`config.mk`:
```
export PLATFORM = sky130hd
export DESIGN_NAME = period_peak_detector_unit
export DESIGN_NICKNAME = d
export VERILOG_FILES = /design/src/sv/ppd_pkg.sv /design/src/sv/period_peak_detector_unit.sv
export SDC_FILE = /design/constraint.sdc
export NUM_CORES = 1
export LEC_CHECK = 0
export BUFFER_PORTS_ARGS = -buffer_cell sky130_fd_sc_hd__buf_4
export CAP_MARGIN = 20
export CORE_MARGIN = 4
export CORE_UTILIZATION = 60
export DETAILED_ROUTE_END_ITERATION = 12
export GPL_TIMING_DRIVEN = 0
export PLACE_DENSITY = 0.87
export SYNTH_ARGS = -nofsm -noshare
export SYNTH_HDL_FRONTEND = slang
export SYNTH_SLANG_ARGS = --single-unit
```
`constraint.sdc`:
```
create_clock -name clk -period 37 [get_ports clk]
set_clock_uncertainty 0.1 [all_clocks]
set_input_delay 5.55 -clock clk [delete_from_list [all_inputs] [get_ports clk]]
set_output_delay 5.55 -clock clk [all_outputs]
set_load 0.05 [all_outputs]
```
`src/sv/ppd_pkg.sv`:
```
// Shared types and constants for the period peak detector.
// Used by the detector top level and its port checker; no dependencies.
package ppd_pkg;

  // Datapath widths
  localparam int SAMPLE_BITS = 16;
  localparam int INDEX_BITS  = 32;
  localparam int OUT_BITS    = 32;
  localparam int COUNT_BITS  = 16;
  localparam int RATIO_BITS  = 8;
  localparam int DATA_BITS   = 32;
  localparam int ADDR_BITS   = 3;

  localparam int CMP_BITS = (INDEX_BITS > OUT_BITS) ? INDEX_BITS : OUT_BITS;
  localparam logic [OUT_BITS-1:0]   OUT_MAX   = '1;
  localparam logic [INDEX_BITS-1:0] INDEX_MAX = '1;
  localparam logic [COUNT_BITS-1:0] COUNT_MAX = '1;

  // Register reset values (ratio is Q4.4, 7.0)
  localparam logic [RATIO_BITS-1:0]         RATIO_RESET    = 8'd112;
  localparam logic signed [SAMPLE_BITS-1:0] MIN_PEAK_RESET = '0;

  // Item function codes
  typedef enum logic {
    FUNC_SAMPLE = 1'b0,
    FUNC_FLUSH  = 1'b1
  } func_t;

  // Register map, selected by paddr[2]
  typedef enum logic {
    REG_RATIO_Q4 = 1'b0,
    REG_MIN_PEAK = 1'b1
  } cfg_reg_t;

  typedef struct packed {
    func_t                          func;
    logic signed [SAMPLE_BITS-1:0]  sample;
  } in_item_t;

  typedef struct packed {
    logic [OUT_BITS-1:0]            peak_index;
    logic signed [SAMPLE_BITS-1:0]  peak_value;
    logic [OUT_BITS-1:0]            min_gap;
    logic                           gap_valid;
    logic [COUNT_BITS-1:0]          period_number;
    logic                           is_final;
  } out_item_t;

  // Clamp an index onto the 32-bit result field
  function automatic logic [OUT_BITS-1:0] sat_out(input logic [INDEX_BITS-1:0] v);
    logic [CMP_BITS-1:0] w;
    w = CMP_BITS'(v);
    if (w > CMP_BITS'(OUT_MAX)) begin
      return OUT_MAX;
    end
    return OUT_BITS'(w);
  endfunction

endpackage

```
`src/sv/period_peak_detector_unit.sv`:
```
// Period peak detector: splits a sample stream into periods by min/max tracking.
// Depends on ppd_pkg for item types, register codes and widths.
//
// Channel   Direction  Handshake                 Payload
// in_       input      in_valid / in_ready       ppd_pkg::in_item_t
// out_      output     out_valid / out_ready     ppd_pkg::out_item_t
// APB cfg   input      psel/penable/pwrite       ratio_q4 @0x0, min_peak @0x4
//
// One item per cycle sustained unless a held result stalls the update stage; an
// accepted item yields its record (if any) through the input register, then one
// pass of compares and one 17x8 multiply into the result register.
// rst_n is synchronous and active low; it clears state and restores registers.
// A held result blocks the update stage only while out_ready is low; the
// input register still takes one more transaction during that stall.
module period_peak_detector_unit (
  input  logic                              clk,
  input  logic                              rst_n,
  input  logic                              in_valid,
  output logic                              in_ready,
  input  ppd_pkg::in_item_t                 in_item,
  output logic                              out_valid,
  input  logic                              out_ready,
  output ppd_pkg::out_item_t                out_item,
  input  logic                              psel,
  input  logic                              penable,
  input  logic                              pwrite,
  input  logic [ppd_pkg::ADDR_BITS-1:0]     paddr,
  input  logic [ppd_pkg::DATA_BITS-1:0]     pwdata,
  output logic [ppd_pkg::DATA_BITS-1:0]     prdata,
  output logic                              pready
);

  localparam int MAG_BITS  = ppd_pkg::SAMPLE_BITS + 1;
  localparam int PROD_BITS = MAG_BITS + ppd_pkg::RATIO_BITS;
  localparam logic [1:0] PRIMED_FULL = 2'd2;

  // Magnitude of a signed sample, one bit wider
  function automatic logic [MAG_BITS-1:0] mag(input logic signed [ppd_pkg::SAMPLE_BITS-1:0] v);
    logic [MAG_BITS-1:0] e;
    e = MAG_BITS'(unsigned'({v[ppd_pkg::SAMPLE_BITS-1], v}));
    return v[ppd_pkg::SAMPLE_BITS-1] ? (~e + 1'b1) : e;
  endfunction

  // Configuration registers
  logic [ppd_pkg::RATIO_BITS-1:0]          ratio_r;
  logic signed [ppd_pkg::SAMPLE_BITS-1:0]  min_peak_r;

  // Pipeline registers
  logic                 in_vld_r;
  ppd_pkg::in_item_t    in_item_r;
  logic                 out_vld_r;
  ppd_pkg::out_item_t   out_item_r;

  // Detector state
  logic signed [ppd_pkg::SAMPLE_BITS-1:0] older_r, older_nxt;
  logic signed [ppd_pkg::SAMPLE_BITS-1:0] newer_r, newer_nxt;
  logic [1:0]                             primed_r, primed_nxt;
  logic [ppd_pkg::INDEX_BITS-1:0]         count_r, count_nxt;
  logic signed [ppd_pkg::SAMPLE_BITS-1:0] held_min_r, held_min_nxt;
  logic                                   min_vld_r, min_vld_nxt;
  logic signed [ppd_pkg::SAMPLE_BITS-1:0] held_max_r, held_max_nxt;
  logic                                   max_vld_r, max_vld_nxt;
  logic [ppd_pkg::INDEX_BITS-1:0]         min_pos_r, min_pos_nxt;
  logic [ppd_pkg::INDEX_BITS-1:0]         max_pos_r, max_pos_nxt;
  logic [ppd_pkg::INDEX_BITS-1:0]         prior_pos_r, prior_pos_nxt;
  logic [ppd_pkg::COUNT_BITS-1:0]         periods_r, periods_nxt;

  logic                                   adv;
  logic                                   emit;
  ppd_pkg::out_item_t                     rec;
  logic signed [ppd_pkg::SAMPLE_BITS-1:0] cur;
  logic [ppd_pkg::INDEX_BITS-1:0]         mid_index;
  logic [PROD_BITS-1:0]                   lhs;
  logic [PROD_BITS-1:0]                   rhs;

  // Handshakes
  assign adv       = in_vld_r && (!out_vld_r || out_ready);
  assign in_ready  = !in_vld_r || adv;
  assign out_valid = out_vld_r;
  assign out_item  = out_item_r;
  assign pready    = 1'b1;

  // Register write
  always_ff @(posedge clk) begin
    if (!rst_n) begin
      ratio_r    <= ppd_pkg::RATIO_RESET;
      min_peak_r <= ppd_pkg::MIN_PEAK_RESET;
    end else if (psel && penable && pwrite && pready) begin
      case (ppd_pkg::cfg_reg_t'(paddr[2]))
        ppd_pkg::REG_RATIO_Q4: ratio_r    <= pwdata[ppd_pkg::RATIO_BITS-1:0];
        ppd_pkg::REG_MIN_PEAK: min_peak_r <= signed'(pwdata[ppd_pkg::SAMPLE_BITS-1:0]);
        default: ;
      endcase
    end
  end

  // Register read
  always_comb begin
    case (ppd_pkg::cfg_reg_t'(paddr[2]))
      ppd_pkg::REG_RATIO_Q4: prdata = ppd_pkg::DATA_BITS'(ratio_r);
      ppd_pkg::REG_MIN_PEAK: prdata = ppd_pkg::DATA_BITS'(unsigned'(min_peak_r));
      default:               prdata = '0;
    endcase
  end

  // Input register: hold one transaction until the update stage takes it
  always_ff @(posedge clk) begin
    if (!rst_n) begin
      in_vld_r <= 1'b0;
    end else if (in_valid && in_ready) begin
      in_vld_r <= 1'b1;
    end else if (adv) begin
      in_vld_r <= 1'b0;
    end
  end

  always_ff @(posedge clk) begin
    if (in_valid && in_ready) begin
      in_item_r <= in_item;
    end
  end

  // Update pass: extremum tests, ratio check, record build
  always_comb begin
    older_nxt     = older_r;
    newer_nxt     = newer_r;
    primed_nxt    = primed_r;
    count_nxt     = count_r;
    held_min_nxt  = held_min_r;
    min_vld_nxt   = min_vld_r;
    held_max_nxt  = held_max_r;
    max_vld_nxt   = max_vld_r;
    min_pos_nxt   = min_pos_r;
    max_pos_nxt   = max_pos_r;
    prior_pos_nxt = prior_pos_r;
    periods_nxt   = periods_r;
    emit          = 1'b0;
    cur           = in_item_r.sample;
    mid_index     = (count_r != '0) ? count_r - 1'b1 : '0;
    lhs           = '0;
    rhs           = '0;

    rec.peak_index    = ppd_pkg::sat_out(max_pos_r);
    rec.peak_value    = held_max_r;
    rec.min_gap       = '0;
    rec.gap_valid     = 1'b0;
    rec.period_number = periods_r;
    rec.is_final      = 1'b0;

    if (in_item_r.func == ppd_pkg::FUNC_FLUSH) begin
      // Flush a held peak as the final record, then drop all state
      emit          = max_vld_r && (held_max_r > min_peak_r);
      rec.is_final  = 1'b1;
      older_nxt     = '0;
      newer_nxt     = '0;
      primed_nxt    = '0;
      count_nxt     = '0;
      held_min_nxt  = '0;
      min_vld_nxt   = 1'b0;
      held_max_nxt  = '0;
      max_vld_nxt   = 1'b0;
      min_pos_nxt   = '0;
      max_pos_nxt   = '0;
      prior_pos_nxt = '0;
      periods_nxt   = '0;
    end else begin
      if (count_r != ppd_pkg::INDEX_MAX) begin
        count_nxt = count_r + 1'b1;
      end
      older_nxt = newer_r;
      newer_nxt = cur;

      if (primed_r != PRIMED_FULL) begin
        // Still filling the sample window
        primed_nxt = primed_r + 1'b1;
      end else begin
        // Local minimum below the held one
        if (older_r >= newer_r && newer_r <= cur &&
            (!min_vld_r || newer_r < held_min_r)) begin
          held_min_nxt = newer_r;
          min_vld_nxt  = 1'b1;
          min_pos_nxt  = mid_index;
        end
        // Local maximum above the held one and the floor; drops the minimum
        if (older_r <= newer_r && newer_r >= cur &&
            (!max_vld_r || newer_r > held_max_r) && newer_r > min_peak_r) begin
          held_max_nxt = newer_r;
          max_vld_nxt  = 1'b1;
          min_vld_nxt  = 1'b0;
          max_pos_nxt  = mid_index;
        end

        // Ratio test: |max| * 16 >= ratio * |min|
        lhs = PROD_BITS'(mag(held_max_nxt)) << 4;
        rhs = ratio_r * mag(held_min_nxt);

        if (max_vld_nxt && min_vld_nxt && held_max_nxt != '0 && held_min_nxt != '0 &&
            lhs >= rhs) begin
          emit              = 1'b1;
          rec.peak_index    = ppd_pkg::sat_out(max_pos_nxt);
          rec.peak_value    = held_max_nxt;
          rec.gap_valid     = (periods_r != '0);
          rec.min_gap       = (periods_r != '0) ?
                              ppd_pkg::sat_out(min_pos_nxt - prior_pos_r) : '0;
          prior_pos_nxt     = min_pos_nxt;
          if (periods_r != ppd_pkg::COUNT_MAX) begin
            periods_nxt = periods_r + 1'b1;
          end
          min_vld_nxt = 1'b0;
          max_vld_nxt = 1'b0;
        end
      end
    end
  end

  // Advance detector state
  always_ff @(posedge clk) begin
    if (!rst_n) begin
      older_r     <= '0;
      newer_r     <= '0;
      primed_r    <= '0;
      count_r     <= '0;
      held_min_r  <= '0;
      min_vld_r   <= 1'b0;
      held_max_r  <= '0;
      max_vld_r   <= 1'b0;
      min_pos_r   <= '0;
      max_pos_r   <= '0;
      prior_pos_r <= '0;
      periods_r   <= '0;
    end else if (adv) begin
      older_r     <= older_nxt;
      newer_r     <= newer_nxt;
      primed_r    <= primed_nxt;
      count_r     <= count_nxt;
      held_min_r  <= held_min_nxt;
      min_vld_r   <= min_vld_nxt;
      held_max_r  <= held_max_nxt;
      max_vld_r   <= max_vld_nxt;
      min_pos_r   <= min_pos_nxt;
      max_pos_r   <= max_pos_nxt;
      prior_pos_r <= prior_pos_nxt;
      periods_r   <= periods_nxt;
    end
  end

  // Result register: load on advance, drop once taken
  always_ff @(posedge clk) begin
    if (!rst_n) begin
      out_vld_r <= 1'b0;
    end else if (adv) begin
      out_vld_r <= emit;
    end else if (out_ready) begin
      out_vld_r <= 1'b0;
    end
  end

  always_ff @(posedge clk) begin
    if (adv && emit) begin
      out_item_r <= rec;
    end
  end

endmodule

```
==> summary.txt <==
Outcome: finished, final reports clean
Core area: 38600 sq um
Post-synth ARST share: 0
Worst path buffer plus inverter count: 9
Fin. Hold Viols: 0
Worst-skew pair later-pin latency: 0.57 ns
Crit-path leading delay family: compound AO/OA/AOI/OAI gates
Area leader, netlist: dfxtp_1
Post-synth EDFFs: 115
Port Buffers: 155
Min Tclk post-route: 14.82 ns
WHS: 0.346 ns
Drt initial violations: 1669
Antenna fix cells: 0
Vias in the first global route: 20500
Post-synthesis cell area: 23400 sq um
Dpl hpwl: 52300 um
Max Cap Viol: 0
Critical Path Fanout Max: 35
Post-Layout Inst Area: 26600 sq um
CP arrival: 14.98 ns
Initial core utilization: 0.606
RSZ-0062 raised after global routing: false
Antenna Nets Post-Route: 0
TritonCTS Buffers: 37
Clock sink count: 353
RePlAce Congestion: 0.998
Hold-fix buffers, CTS: 0
Register area share after synthesis: 0.352
Crit Path Category: flop to flop
CP max stage delay: 0.73 ns
Highest-delay cell along the critical path: a21oi_1
Pwr dens: 39.9 nW/um^2
Initial antenna violation count: 0
FF+latch count, synth: 353
Total Neg Setup Slack: 0 ns
Cell Count Post-Placement: 3334
Post-CTS Setup Bufs: 0
Post-synth top area share: 0.204
Peak VDD IR: 0.0000392 V
Root buffer cell: clkbuf_16
Highest Clock Rate: 67.5 MHz
Fill cells: 2972
Overall routing resource usage: 0.319
Reg clk slew, reported paths: 0.06 ns
Storage element area: 8220 sq um
Post-DR wirelength/cell: 20.0 um
Final setup fails: 0
Final Max Tran Viols: 0
Yosys Warn Count: 0
CP endpoint kind: flop
CTS max path bufs: 3
Rows: 72
CP Launch Type: flop
Vias: 20600
Pre-antenna DRT Iters: 5
Hold Crit Class: flop to flop
Post-route total power: 1.06 mW
Post-CTS resize count: 0
Final non-filler cell total: 3404
Rel. slew slack: 0.189
Mapped Cells: 2632
Largest net degree at the start of global routing: 36
Die X: 205 um
Main synth FF type: dfxtp_1
Layout area overhead: 13.7%
DRC: 0
# IOs: 192
Die area: 42200 sq um
Top cells by area, synth: dfxtp_1 20%, edfxtp_1 15%, ha_1 10%
WP data required: 37.16 ns
# H-tree levels: 2
P_leak: 10.9 nW
Share of cells above drive strength 1: 0.104
Syn_area_per_cell: 8.88 sq um
First-pass GRT wire length: 107000 um
Tcrit/Tclk final: 0.401
Multi-input gate area: 13600 sq um
Detailed Route WL: 68000 um
Synth cell types: 92
Die height: 205 um
Tightest Pin Transition: 1.21 ns
Placed Instance Area: 25400 sq um
Fin nets: 3203
Drt via density: 6.06
TritonCTS clock tree: done
Overflow after GRT: 0
-- cell usage in the layout, fill, tap and decap left out, types with 9 or more instances in the layout --
cell type,Yosys,final
nor2_1,253,253
nand2_1,239,239
dfxtp_1,238,238
inv_1,226,226
ha_1,196,196
buf_4,18,175
a21oi_1,160,159
clkbuf_1,129,137
edfxtp_1,115,115
o21ai_0,95,95
fa_1,91,91
xnor2_1,84,84
and2_1,74,74
nor3_1,70,70
a22o_1,53,53
nand3_1,50,50
xor2_1,48,48
a21o_1,41,41
o31ai_1,40,40
clkbuf_16,0,38
o21ai_1,37,37
nand4_1,35,35
conb_1,2,26
a31oi_1,25,25
or3_1,23,23
nor4_1,22,22
nand2b_1,21,21
nor2b_1,16,16
and4_1,15,15
o211ai_1,14,14
mux2_2,14,14
and3_1,13,13
buf_2,13,13
a211oi_1,12,12
o21a_1,12,12
a22oi_1,9,9
or4_1,9,9
buf_1,9,9
clkinv_1,3,9
-- per-layer routing --
layer / GRT usage / routed length [um] / vias to the layer above
li1: - / - / 9551
met1: 0.402 / 26800 / 9912
met2: 0.537 / 32300 / 965
met3: 0.0580 / 5460 / 212
met4: 0.141 / 3470 / 0
met5: 0 / 0 / -
-- sequential cells by signal, indices dropped and copies added (netlist names), 2 cells and up --
signal	count
count_r	32
cur	16
held_max_r	16
held_min_r	16
max_pos_r	32
min_peak_r	16
min_pos_r	32
newer_r	16
older_r	16
out_item	98
periods_r	16
primed_r	2
prior_pos_r	32
ratio_r	8
-- logic make-up (layout without fill, tap and decap cells) --
logic type | Yosys count | count (layout) | share of synthesized area
fa+ha+maj | 287 | 287 | 0.183
mux | 18 | 18 | 0.00846
flops | 353 | 353 | 0.352
simple gates | 870 | 870 | 0.179
other cells | 2 | 26 | 0.000321
compound gates | 567 | 567 | 0.159
buf+inv | 403 | 633 | 0.0696
xor+xnor | 132 | 132 | 0.0495
-- worst register-to-register path, delay by kind of cell, from the launching register on --
| family | cells | cell delay (ns) |
|---|---|---|
| compound gates | 18 | 5.87 |
| xor+xnor | 2 | 0.24 |
| fa+ha+maj | 8 | 3.49 |
| buf+inv | 9 | 2.21 |
| flops | 1 | 0.54 |
| simple gates | 11 | 2.08 |
-- power by group --
| group | leakage (nW) | switching [mW] | internal [mW] | total [mW] |
|---|---|---|---|---|
| clock network | 0.571 | 0.163 | 0.207 | 0.370 |
| registers | 2.77 | 0.00488 | 0.402 | 0.407 |
| logic | 7.61 | 0.177 | 0.107 | 0.284 |
| total | 10.9 | 0.345 | 0.716 | 1.06 |
-- stage by stage --
step                       util  worst slack (ns)
after floorplan               -             21.56
after global placement    0.656             16.96
after detailed placement  0.658             22.46
after CTS                 0.689             22.43
after global routing      0.689             21.53
final                     0.689             22.18
-- cell type report --
| cell class | count | area share |
|---|---|---|
| Multi-Input combinational cell | 1900 | 0.513 |
| Sequential cell | 353 | 0.309 |
| Timing Repair Buffer | 162 | 0.0475 |
| Clock buffer | 47 | 0.0374 |
| Inverter | 230 | 0.0325 |
| Buffer | 173 | 0.0287 |
| Tap cell | 518 | 0.0244 |
| Clock inverter | 21 | 0.00711 |
-- Yosys cell counts, drive strengths merged, types with 4 or more instances --
cell type	count
nand2	240
nor4	23
and2	74
ha	196
nor4b	4
or2	6
o21ai	133
a21o	41
o41ai	6
a22o	53
a211o	6
nor2b	16
inv	227
xor2	48
o31ai	42
or4	10
o21a	12
fa	91
nor3	72
nand4	35
dfxtp	238
a31oi	25
a211oi	12
a41oi	4
o22ai	4
a31o	4
and3	13
mux2	14
o21bai	4
nor2	253
xnor2	84
or3	24
and4	15
clkbuf	129
a21oi	164
buf	44
mux2i	4
nand3b	6
nand2b	21
edfxtp	115
nand3	51
o211ai	15
a22oi	10
-- path summary, 6_finish.rpt --
kind | from | end | slack, ns | depth (start not counted)
worst max-delay path | newer_r[15] | out_item[92] | 22.18 | 48
worst min-delay path | periods_r[14] | out_item[15] | 0.35 | 0
worst max register to register | newer_r[15] | out_item[92] | 22.18 | 48
worst min register to register | periods_r[14] | out_item[15] | 0.35 | 0
Power figures use the tool's default switching activity.
